$ cat src/hdl/artbl_pkg.sv
package artbl_pkg;

   // defaults for the top level parameters
   localparam int TABLE_DEPTH_DEF = 16;
   localparam int ADDR_WIDTH_DEF  = 48;
   localparam int ID_WIDTH_DEF    = 16;

   localparam int FUNC_W   = 3;
   localparam int STATUS_W = 2;

   // operation codes carried in req_func
   typedef enum logic [FUNC_W-1:0] {
      FUNC_INSERT   = 3'd0,
      FUNC_REMOVE   = 3'd1,
      FUNC_CONTAINS = 3'd2,
      FUNC_LOOKUP   = 3'd3,
      FUNC_CLEAR    = 3'd4
   } func_type;

   // result status codes
   typedef enum logic [STATUS_W-1:0] {
      STAT_OK   = 2'd0,
      STAT_FULL = 2'd1,
      STAT_DUP  = 2'd2,
      STAT_NULL = 2'd3
   } status_type;

   // controller states
   typedef enum logic [1:0] {
      ST_IDLE,
      ST_SCAN,
      ST_COMMIT
   } state_type;

   // controller to datapath commands
   typedef struct packed {
      logic load;
      logic issue;
      logic commit;
   } dp_cmd_type;

   // datapath to controller status
   typedef struct packed {
      logic scan_done;
      logic rsp_free;
   } dp_stat_type;

endpackage

$ cat src/hdl/artbl_ctrl.sv
module artbl_ctrl (
   input  logic                    clock,
   input  logic                    reset,
   input  logic                    req_valid,
   output logic                    req_stall,
   input  artbl_pkg::dp_stat_type  stat,
   output artbl_pkg::dp_cmd_type   cmd
);
   import artbl_pkg::*;

   state_type state_ff;
   state_type state_in;

   // state register
   always_ff @(posedge clock) begin
      if (reset) begin
         state_ff <= ST_IDLE;
      end else begin
         state_ff <= state_in;
      end
   end

   // next state and commands
   always_comb begin
      state_in  = state_ff;
      cmd       = '0;
      req_stall = 1'b1;
      unique case (state_ff)
         ST_IDLE: begin
            req_stall = 1'b0;
            if (req_valid) begin
               cmd.load = 1'b1;
               state_in = ST_SCAN;
            end
         end
         ST_SCAN: begin
            if (stat.scan_done) begin
               state_in = ST_COMMIT;
            end else begin
               cmd.issue = 1'b1;
            end
         end
         ST_COMMIT: begin
            if (stat.rsp_free) begin
               cmd.commit = 1'b1;
               state_in   = ST_IDLE;
            end
         end
         default: begin
            state_in = ST_IDLE;
         end
      endcase
   end

endmodule

$ cat src/hdl/artbl_dp.sv
module artbl_dp #(
   parameter int TABLE_DEPTH = artbl_pkg::TABLE_DEPTH_DEF,
   parameter int ADDR_WIDTH  = artbl_pkg::ADDR_WIDTH_DEF,
   parameter int ID_WIDTH    = artbl_pkg::ID_WIDTH_DEF
) (
   input  logic                         clock,
   input  logic                         reset,
   input  artbl_pkg::dp_cmd_type        cmd,
   output artbl_pkg::dp_stat_type       stat,
   input  logic [artbl_pkg::FUNC_W-1:0] req_func,
   input  logic [ID_WIDTH-1:0]          req_region_id,
   input  logic [ADDR_WIDTH-1:0]        req_region_base,
   input  logic [ADDR_WIDTH-1:0]        req_region_size,
   input  logic [ADDR_WIDTH-1:0]        req_query_addr,
   output logic                         rsp_valid,
   input  logic                         rsp_stall,
   output logic                         rsp_found,
   output logic [ID_WIDTH-1:0]          rsp_match_id,
   output artbl_pkg::status_type        rsp_status
);
   import artbl_pkg::*;

   localparam int IDX_W = $clog2(TABLE_DEPTH);
   localparam int CNT_W = $clog2(TABLE_DEPTH + 1);
   localparam int END_W = ADDR_WIDTH + 1;

   // entry storage
   logic [ID_WIDTH-1:0]   mem_id   [TABLE_DEPTH];
   logic [ADDR_WIDTH-1:0] mem_base [TABLE_DEPTH];
   logic [END_W-1:0]      mem_end  [TABLE_DEPTH];

   // captured item
   func_type              op_func_ff;
   logic [ID_WIDTH-1:0]   op_id_ff;
   logic [ADDR_WIDTH-1:0] op_base_ff;
   logic [ADDR_WIDTH-1:0] op_size_ff;
   logic [ADDR_WIDTH-1:0] op_addr_ff;

   // scan state
   logic [CNT_W-1:0]      count_ff;
   logic [CNT_W-1:0]      rd_ptr_ff;
   logic [CNT_W-1:0]      wr_ptr_ff;
   logic                  rd_vld_ff;
   logic [ID_WIDTH-1:0]   rd_id_ff;
   logic [ADDR_WIDTH-1:0] rd_base_ff;
   logic [END_W-1:0]      rd_end_ff;
   logic                  id_hit_ff;
   logic                  addr_hit_ff;
   logic [ID_WIDTH-1:0]   addr_id_ff;

   // result register
   logic                  rsp_valid_ff;
   logic                  rsp_found_ff;
   logic [ID_WIDTH-1:0]   rsp_match_ff;
   status_type            rsp_status_ff;

   logic                  id_eq;
   logic                  addr_in;
   logic                  keep;
   logic [END_W-1:0]      ins_end;
   logic                  res_found;
   logic [ID_WIDTH-1:0]   res_match;
   status_type            res_status;
   logic [CNT_W-1:0]      count_in;
   logic                  ins_ok;
   logic                  mem_we;
   logic [IDX_W-1:0]      mem_waddr;
   logic [ID_WIDTH-1:0]   mem_wid;
   logic [ADDR_WIDTH-1:0] mem_wbase;
   logic [END_W-1:0]      mem_wend;

   assign stat.scan_done = (rd_ptr_ff == count_ff);
   assign stat.rsp_free  = !rsp_valid_ff || !rsp_stall;

   // capture the item on accept
   always_ff @(posedge clock) begin
      if (cmd.load) begin
         op_func_ff <= func_type'(req_func);
         op_id_ff   <= req_region_id;
         op_base_ff <= req_region_base;
         op_size_ff <= req_region_size;
         op_addr_ff <= req_query_addr;
      end
   end

   // compare stage on the entry read last cycle
   assign id_eq   = (rd_id_ff == op_id_ff);
   assign addr_in = (op_addr_ff >= rd_base_ff) && ({1'b0, op_addr_ff} < rd_end_ff);
   assign keep    = rd_vld_ff && (op_func_ff == FUNC_REMOVE) && !id_eq;

   // scan pointers and hit flags
   always_ff @(posedge clock) begin
      if (cmd.load) begin
         rd_ptr_ff   <= '0;
         wr_ptr_ff   <= '0;
         id_hit_ff   <= 1'b0;
         addr_hit_ff <= 1'b0;
         addr_id_ff  <= '0;
      end else begin
         if (cmd.issue) begin
            rd_ptr_ff <= rd_ptr_ff + CNT_W'(1);
         end
         if (keep) begin
            wr_ptr_ff <= wr_ptr_ff + CNT_W'(1);
         end
         if (rd_vld_ff && id_eq) begin
            id_hit_ff <= 1'b1;
         end
         // first matching region wins
         if (rd_vld_ff && addr_in && !addr_hit_ff) begin
            addr_hit_ff <= 1'b1;
            addr_id_ff  <= rd_id_ff;
         end
      end
   end

   // read pipeline valid
   always_ff @(posedge clock) begin
      if (reset) begin
         rd_vld_ff <= 1'b0;
      end else begin
         rd_vld_ff <= cmd.issue;
      end
   end

   // memory read port
   always_ff @(posedge clock) begin
      if (cmd.issue) begin
         rd_id_ff   <= mem_id[rd_ptr_ff[IDX_W-1:0]];
         rd_base_ff <= mem_base[rd_ptr_ff[IDX_W-1:0]];
         rd_end_ff  <= mem_end[rd_ptr_ff[IDX_W-1:0]];
      end
   end

   // result, entry count and insert decision at commit
   assign ins_end = {1'b0, op_base_ff} + {1'b0, op_size_ff};

   always_comb begin
      res_found  = 1'b0;
      res_match  = '0;
      res_status = STAT_OK;
      count_in   = count_ff;
      ins_ok     = 1'b0;
      case (op_func_ff)
         FUNC_INSERT: begin
            if (op_id_ff == '0) begin
               res_status = STAT_NULL;
            end else if (id_hit_ff) begin
               res_status = STAT_DUP;
            end else if (count_ff == CNT_W'(TABLE_DEPTH)) begin
               res_status = STAT_FULL;
            end else begin
               ins_ok   = 1'b1;
               count_in = count_ff + CNT_W'(1);
            end
         end
         FUNC_REMOVE: begin
            if (op_id_ff == '0) begin
               res_status = STAT_NULL;
            end
            count_in = wr_ptr_ff;
         end
         FUNC_CONTAINS: begin
            if (op_id_ff == '0) begin
               res_status = STAT_NULL;
            end else begin
               res_found = id_hit_ff;
            end
         end
         FUNC_LOOKUP: begin
            res_found = addr_hit_ff;
            res_match = addr_id_ff;
         end
         FUNC_CLEAR: begin
            count_in = '0;
         end
         default: begin
         end
      endcase
   end

   // entry count
   always_ff @(posedge clock) begin
      if (reset) begin
         count_ff <= '0;
      end else if (cmd.commit) begin
         count_ff <= count_in;
      end
   end

   // memory write port: compaction on remove, append on insert
   always_comb begin
      mem_we    = keep;
      mem_waddr = wr_ptr_ff[IDX_W-1:0];
      mem_wid   = rd_id_ff;
      mem_wbase = rd_base_ff;
      mem_wend  = rd_end_ff;
      if (cmd.commit && ins_ok) begin
         mem_we    = 1'b1;
         mem_waddr = count_ff[IDX_W-1:0];
         mem_wid   = op_id_ff;
         mem_wbase = op_base_ff;
         mem_wend  = ins_end;
      end
   end

   always_ff @(posedge clock) begin
      if (mem_we) begin
         mem_id[mem_waddr]   <= mem_wid;
         mem_base[mem_waddr] <= mem_wbase;
         mem_end[mem_waddr]  <= mem_wend;
      end
   end

   // output register
   always_ff @(posedge clock) begin
      if (reset) begin
         rsp_valid_ff <= 1'b0;
      end else if (cmd.commit) begin
         rsp_valid_ff <= 1'b1;
      end else if (!rsp_stall) begin
         rsp_valid_ff <= 1'b0;
      end
   end

   always_ff @(posedge clock) begin
      if (cmd.commit) begin
         rsp_found_ff  <= res_found;
         rsp_match_ff  <= res_match;
         rsp_status_ff <= res_status;
      end
   end

   assign rsp_valid    = rsp_valid_ff;
   assign rsp_found    = rsp_found_ff;
   assign rsp_match_id = rsp_match_ff;
   assign rsp_status   = rsp_status_ff;

endmodule

$ cat src/hdl/address_range_region_table_top.sv
// channel   direction  ports
// req       in         req_valid, req_stall, req_func, req_region_id,
//                      req_region_base, req_region_size, req_query_addr
// rsp       out        rsp_valid, rsp_stall, rsp_found, rsp_match_id, rsp_status
//
// one item at a time: ST_IDLE accepts it, ST_SCAN reads every stored entry in turn
// and then drains the read register, and ST_COMMIT writes the result once the output
// register is free; the single-port entry memory scan sets the length of an item.
// synchronous reset empties the table at once, no clearing pass.
// a stalled result sits in the output register while the next item is taken.
module address_range_region_table_top #(
   parameter int TABLE_DEPTH = artbl_pkg::TABLE_DEPTH_DEF,
   parameter int ADDR_WIDTH  = artbl_pkg::ADDR_WIDTH_DEF,
   parameter int ID_WIDTH    = artbl_pkg::ID_WIDTH_DEF
) (
   input  logic                         clock,
   input  logic                         reset,
   input  logic                         req_valid,
   output logic                         req_stall,
   input  logic [artbl_pkg::FUNC_W-1:0] req_func,
   input  logic [ID_WIDTH-1:0]          req_region_id,
   input  logic [ADDR_WIDTH-1:0]        req_region_base,
   input  logic [ADDR_WIDTH-1:0]        req_region_size,
   input  logic [ADDR_WIDTH-1:0]        req_query_addr,
   output logic                         rsp_valid,
   input  logic                         rsp_stall,
   output logic                         rsp_found,
   output logic [ID_WIDTH-1:0]          rsp_match_id,
   output artbl_pkg::status_type        rsp_status
);
   import artbl_pkg::*;

   dp_cmd_type  cmd;
   dp_stat_type stat;

   // sequencer
   artbl_ctrl u_ctrl (
      .clock     (clock),
      .reset     (reset),
      .req_valid (req_valid),
      .req_stall (req_stall),
      .stat      (stat),
      .cmd       (cmd)
   );

   // table storage and compare logic
   artbl_dp #(
      .TABLE_DEPTH (TABLE_DEPTH),
      .ADDR_WIDTH  (ADDR_WIDTH),
      .ID_WIDTH    (ID_WIDTH)
   ) u_dp (
      .clock           (clock),
      .reset           (reset),
      .cmd             (cmd),
      .stat            (stat),
      .req_func        (req_func),
      .req_region_id   (req_region_id),
      .req_region_base (req_region_base),
      .req_region_size (req_region_size),
      .req_query_addr  (req_query_addr),
      .rsp_valid       (rsp_valid),
      .rsp_stall       (rsp_stall),
      .rsp_found       (rsp_found),
      .rsp_match_id    (rsp_match_id),
      .rsp_status      (rsp_status)
   );

endmodule

$ cat config.mk
export PLATFORM = sky130hd
export DESIGN_NAME = address_range_region_table_top
export DESIGN_NICKNAME = d
export VERILOG_FILES = /design/src/hdl/artbl_pkg.sv /design/src/hdl/artbl_ctrl.sv /design/src/hdl/artbl_dp.sv /design/src/hdl/address_range_region_table_top.sv
export SDC_FILE = /design/constraint.sdc
export NUM_CORES = 2
export LEC_CHECK = 0
export BUFFER_PORTS_ARGS = -buffer_cell sky130_fd_sc_hd__buf_4
export CORE_ASPECT_RATIO = 1.1
export CORE_UTILIZATION = 40
export DETAILED_ROUTE_END_ITERATION = 8
export GPL_ROUTABILITY_DRIVEN = 0
export GPL_TIMING_DRIVEN = 0
export PLACE_DENSITY = 0.67
export SYNTH_ARGS = -nofsm -noshare
export SYNTH_HDL_FRONTEND = slang
export SYNTH_SLANG_ARGS = --single-unit
$ cat constraint.sdc
create_clock -name clock -period 14.2 [get_ports clock]
set_input_delay 0 -clock clock [delete_from_list [all_inputs] [get_ports clock]]
set_output_delay 0 -clock clock [all_outputs]
set_load 0.05 [all_outputs]
== Word level (Yosys, flattened, before mapping) ==
Memories as Yosys holds them, arrays and structs flattened. A register that Yosys moved wholly into a read port is not among the register bits.
Index checks and enable logic that the tools add are counted.

* Add/sub/neg operators: 4
* $mul: 0
* Div/mod/pow operators: 0
* Magnitude comparators: 2
* Equality and inequality tests: 16
* Shifts and indexed selects: 0
* Multiplexer cells: 35
* Bitwise operators: 0
* Reduce and logical (&&, ||, !) cells: 19

{| class="wikitable"
|+ Operators with widths
! operator !! number
|-
| $add 48x48->49 || 1
|-
| $lt 48x49->1 || 1
|-
| $mux 49 || 1
|-
| $ge 48x48->1 || 1
|-
| $mux 48 || 1
|-
| $mux 1 || 18
|-
| $eq 16x16->1 || 1
|-
| $logic_not 16->1 || 1
|-
| $mux 16 || 1
|-
| $add 5x1->5 const B || 3
|-
| $mux 5 || 3
|-
| $pmux 5 s3 || 1
|-
| $mux 2 || 6
|-
| $ne 2x2->1 const B || 6
|-
| $logic_and 1x1->1 || 7
|-
| $eq 3x2->1 const B || 2
|-
| $pmux 2 s3 || 1
|-
| $eq 5x5->1 || 1
|-
| $eq 5x5->1 const B || 1
|-
| $reduce_and 5->1 || 1
|-
| $logic_not 1->1 || 4
|-
| $mux 4 || 1
|-
| $pmux 2 s2 || 1
|-
| $eq 3x1->1 const B || 1
|-
| other kinds (11) || 11
|}

* Bits in registers: 219
* Latch bits: 0
* Bits in writable memories: 1808
* ROM bits: 0
* Bits of input ports: 167
* Output and inout port bits: 21
* Logic and storage cells: 96
* Memories: 3

{| class="wikitable"
|+ Memories
! name !! depth !! width !! read ports !! clocked after Yosys merged registers in !! write ports !! RTL line !! source
|-
| u_dp.mem_end || 16 || 49 || 1 || 1 || 1 || artbl_dp.sv:30 || <nowiki>logic [END_W-1:0] mem_end [TABLE_DEPTH];</nowiki>
|-
| u_dp.mem_base || 16 || 48 || 1 || 1 || 1 || artbl_dp.sv:29 || <nowiki>logic [ADDR_WIDTH-1:0] mem_base [TABLE_DEPTH];</nowiki>
|-
| u_dp.mem_id || 16 || 16 || 1 || 1 || 1 || artbl_dp.sv:28 || <nowiki>logic [ID_WIDTH-1:0] mem_id [TABLE_DEPTH];</nowiki>
|}

== Depth between registers and ports, before layout ==
* Depth after elaboration: 9
* Gate-level depth with buffers: 12
* Depth with buffers taken out: 11

== Hierarchy ==
A second synthesis with hierarchy kept.

* Cells, all modules: 4052
* Area, all modules: 84807.6 µm²

{| class="wikitable"
|+ By module, submodules not included
! module !! instances !! cells an instance !! area each (µm²) !! sequential area each (µm²)
|-
| artbl_dp || 1 || 4038 || 84693.7 || 63851.2
|-
| artbl_ctrl || 1 || 14 || 113.9 || 40.0
|}

== Worst setup path after synthesis ==
Ideal clock, no wire load.

* Path kind: register to register
* Start point: reg u_dp.rd_ptr_ff[0]
* End point: reg u_dp.rd_ptr_ff[3]
* Setup time: 0.353 ns
* Arrival time: 10.552 ns
* Required time: 13.847 ns
* Setup slack: 3.296 ns
* Stages on the path, launching flop included: 9
* Path buffers: 2
* Clock period less this slack: 10.904 ns
* Path through: dfxtp_1 > clkbuf_1 > buf_2 > xor2_1 > nor3_1 > nor3b_1 > nand4_1 > xor2_1 > nor2_1

{| class="wikitable"
|+ RTL lines
! what !! RTL line !! source
|-
| from (decl) || artbl_dp.sv:41 || <nowiki>logic [CNT_W-1:0] rd_ptr_ff;</nowiki>
|-
| from (signal assigned) || artbl_dp.sv:101 || <nowiki>rd_ptr_ff <= rd_ptr_ff + CNT_W'(1);</nowiki>
|}

== Worst setup path after layout ==
* Start point: reg u_dp.op_id_ff[0]
* End point: mem u_dp.mem_base[1][25] (netlist bit) (enable)

* Cells in the longest elaborated chain, start to end: 7
* Elaborated cells between the ends (all ways): 11
* Those cells by class: 1 x eq/ne; 6 x mux; 4 x reduce/logical

{| class="wikitable"
|+ RTL lines
! what !! RTL line !! source
|-
| from (decl) || artbl_dp.sv:34 || <nowiki>logic [ID_WIDTH-1:0] op_id_ff;</nowiki>
|-
| from (signal assigned) || artbl_dp.sv:79 || <nowiki>op_id_ff <= req_region_id;</nowiki>
|-
| $logic_not 16->1 || artbl_dp.sv:146 || <nowiki>if (op_id_ff == '0) begin</nowiki>
|-
| $mux 1 || artbl_dp.sv:146 ||
|-
| $mux 1 || artbl_dp.sv:144 || <nowiki>case (op_func_ff)</nowiki>
|-
| $logic_and 1x1->1 || artbl_dp.sv:198 || <nowiki>if (cmd.commit && ins_ok) begin</nowiki>
|-
| $mux 1 || artbl_dp.sv:198 ||
|-
| $mux 1 || artbl_dp.sv:208 || <nowiki>if (mem_we) begin</nowiki>
|-
| $mux 1 (implied by the code) || artbl_dp.sv:210 || <nowiki>mem_base[mem_waddr] <= mem_wbase;</nowiki>
|-
| to (decl) || artbl_dp.sv:29 ||
|}

Parallel ways exist; a longest one is shown, timed or not.

==> results.yml <==
synthesis:
  syn-instance-count: 4081
  netlist-cell-type-count: 76
  yosys_warnings: 0
  synthFlopType: "edfxtp_1"
  syn_area_mm2: 0.08488
  synthTopCellsByArea: "edfxtp_1, mux4_2, ha_1"
  synth_top_cell_by_area: "edfxtp_1"
  async_reset_ff_share_pct: 0
  ys_ff_latch: 2140
  synth.net_count: 4396
  synth.avg_cell_area_um2: 20.80
  ys_seq_area_share_pct: 75.27
  synth_edf_count: 2103
  synth_top_area_share_pct: 74.40
global_route:
  use_met3_pct: 4.827
  grt_pass1_wl_mm: 339.5
  grt_overflow_total: 0
  gr-usage-all-layers_pct: 22.57
  grt_busiest_layer: "met2"
  use_met2_pct: 35.50
  grt_pass1_vias: 46721
  grt_max_degree: 52
  grtUsageMet1_pct: 30.11
  antenna_found_initial: 3
setup_path:
  r2r_slack_ns: 8.26
  start_kind: "flop"
  required_ns: 14.72
  worstPathMaxFanout: 20
  endpoint_kind: "flop"
  criticalPathCategory: "reg2reg"
  critPathArrivalTime_ns: 6.46
cells_and_area:
  final_cell_mix: "edfxtp_1, mux4_2, dlygate4sd3_1"
  nFillCells: 16712
  register_area_mm2: 0.06389
  final_cell_area_mm2: 0.1022
  layout.cells.non_filler: 7870
  multiInputGateArea_mm2: 0.01999
  nets: 5252
  final_common_cell: "edfxtp_1"
  drive_gt1_share_pct: 23.97
  syn_to_final_growth_pct: 20.46
timing:
  skew_ns: 0.04947
  hold_slack_ns: 0.1646
  grt_setup_unrepaired: "no"
  drv_slew: 2
  min_period_ns: 5.943
  worst_pin_slew_ns: 1.534
  tns_ns: 0
  period_share_pct: 41.85
  hold_viol_final: 0
  timing.fmax_mhz: 168.3
  relSlewSlack_pct: -2.511
  setup_viol: 0
drt:
  ant_nets: 0
  routed_wl_mm: 242.2
  drtIter0Drc: 6138
  drcViolationCount: 0
  vias: 45938
  avgRoutedWirePerCell_um: 30.78
  dr.pass1.iters: 5
  viasPerCell: 5.837
clock_network:
  cts_resized: 0
  clkTransAtPathRegs_ns: 0.06
  cts_tree: "yes"
  cts_buffers: 210
  post_cts_buffers: 0
  clockBufferDepth: 3
  cts_htree_levels: 4
  clk_latency_ns: 0.86
  cts.sinks: 2140
  cts-root-buf: "clkbuf_16"
  cts.hold.buffers_added: 331
die:
  top_level_ports: 188
  core_area_mm2: 0.2099
  start_util_pct: 40.44
  rows: 176
  die_h_um: 485.1
  dieArea_mm2: 0.2140
  die_w_um: 441.2
outcome:
  status: "finished, violations left"
  violations: "capacitance limit, slew limit"
run:
  maxCapViolations: 1
placed_design:
  dpl-instance-area_mm2: 0.09222
  dp.cells: 7148
  hpwl_mm: 155.9
  port_buffers: 186
pwr:
  ir_worst_vdd_mv: 0.1342
  power_density_mw_per_mm2: 126.6
  leakage_nw: 32.72
worst_hold_path:
  hold_class: "in2reg"
-- layer usage --
metal | vias up | wire (um) | share of wire (%)
li1 | 18630 | - | -
met1 | 24163 | 91640 | 38
met2 | 2660 | 114100 | 47
met3 | 483 | 24110 | 10
met4 | 2 | 12430 | 5.1
met5 | - | 13 | 0.0054
-- flip-flops by register name, summed over array words and instances (netlist names), 48 cells and up --
register and count:
u_dp.rd_base_ff 48, u_dp.mem_end 784, u_dp.rd_end_ff 49, u_dp.mem_base 768
u_dp.op_addr_ff 48, u_dp.op_base_ff 48, u_dp.mem_id 256, u_dp.op_size_ff 48
-- worst max-delay path: stages (launching register included) --
cell and delay, ns:
edfxtp_1 0.53, nor4_1 0.41, nand4_1 0.35, nand2_1 0.22, or4_1 0.32, clkbuf_1 0.58, clkbuf_1 0.80, o21ai_0 0.66
nor2_4 0.93, buf_12 0.27, buf_12 0.23, buf_12 0.22
-- through the flow --
stage	worst slack (ns)	utilization, %	power (mW)
6_report	8.257	48.72	12.95
3_3_place_gp	-12.78	42.75	7.550
3_5_place_dp	8.507	43.94	7.548
5_1_grt	8.157	48.72	13.26
4_1_cts	8.424	48.69	12.99
2_1_floorplan	3.296	-	7.335
-- path summary, 6_finish.rpt --
| check | from | to | cells past startpoint |
|---|---|---|---|
| hold / removal | reset | u_dp.count_ff[1] | 3 |
| setup reg to reg | u_dp.op_id_ff[0] | u_dp.mem_base[1][25] | 11 |
| hold reg to reg | u_dp.addr_id_ff[5] | u_dp.addr_id_ff[5] | 2 |
| setup / recovery | u_dp.op_id_ff[0] | u_dp.mem_base[1][25] | 11 |
-- cells in the mapped netlist (all sizes together) (2+ instances only) --
| library cell | count |
|---|---|
| edfxtp | 2103 |
| mux4 | 565 |
| nand2 | 193 |
| o21ai | 153 |
| ha | 147 |
| clkbuf | 139 |
| inv | 113 |
| a21oi | 108 |
| nor2 | 83 |
| a21o | 58 |
| buf | 46 |
| xor2 | 43 |
| dfxtp | 37 |
| nand3 | 37 |
| nand4 | 27 |
| xnor2 | 26 |
| and2 | 22 |
| a211oi | 13 |
| nor3 | 13 |
| and3 | 12 |
| nor4 | 12 |
| a31oi | 11 |
| nor2b | 10 |
| nor3b | 8 |
| nand2b | 7 |
| a211o | 6 |
| a21boi | 6 |
| o211ai | 6 |
| or2 | 6 |
| a2111oi | 5 |
| o2111ai | 5 |
| o21a | 5 |
| or4 | 5 |
| and4 | 4 |
| nand3b | 4 |
| o21bai | 4 |
| o41ai | 4 |
| or3 | 4 |
| a221oi | 3 |
| mux2i | 3 |
| o31ai | 3 |
| a2bb2oi | 2 |
| a41oi | 2 |
| nand4b | 2 |
-- final cells by class --
class | count | share of cell area, %
Clock inverter | 113 | 1.016
Multi-Input combinational cell | 1643 | 19.55
Clock buffer | 269 | 5.497
Sequential cell | 2140 | 62.49
Antenna cell | 4 | 0.009790
Timing Repair Buffer | 644 | 6.940
Inverter | 113 | 0.4148
Buffer | 185 | 0.7097
Tap cell | 2759 | 3.376
-- cells by family (layout without fill, tap and decap cells) --
family | count (synthesis) | after routing | synth area share [%]
buf+inv | 298 | 1324 | 1.340
fa+ha+maj | 148 | 148 | 2.191
mux | 568 | 568 | 15.03
simple gates | 452 | 452 | 2.525
compound gates | 406 | 406 | 2.931
xor+xnor | 69 | 69 | 0.7120
other cells | 0 | 4 | 0
flops | 2140 | 2140 | 75.27
-- power breakdown --
part	internal [mW]	leakage [nW]	total, mW	switching (mW)
clock network	3.06	3.26	5.45	2.38
registers	6.91	19.3	6.98	0.0687
logic	0.233	10.2	0.519	0.286
Power figures use the tool's default switching activity.
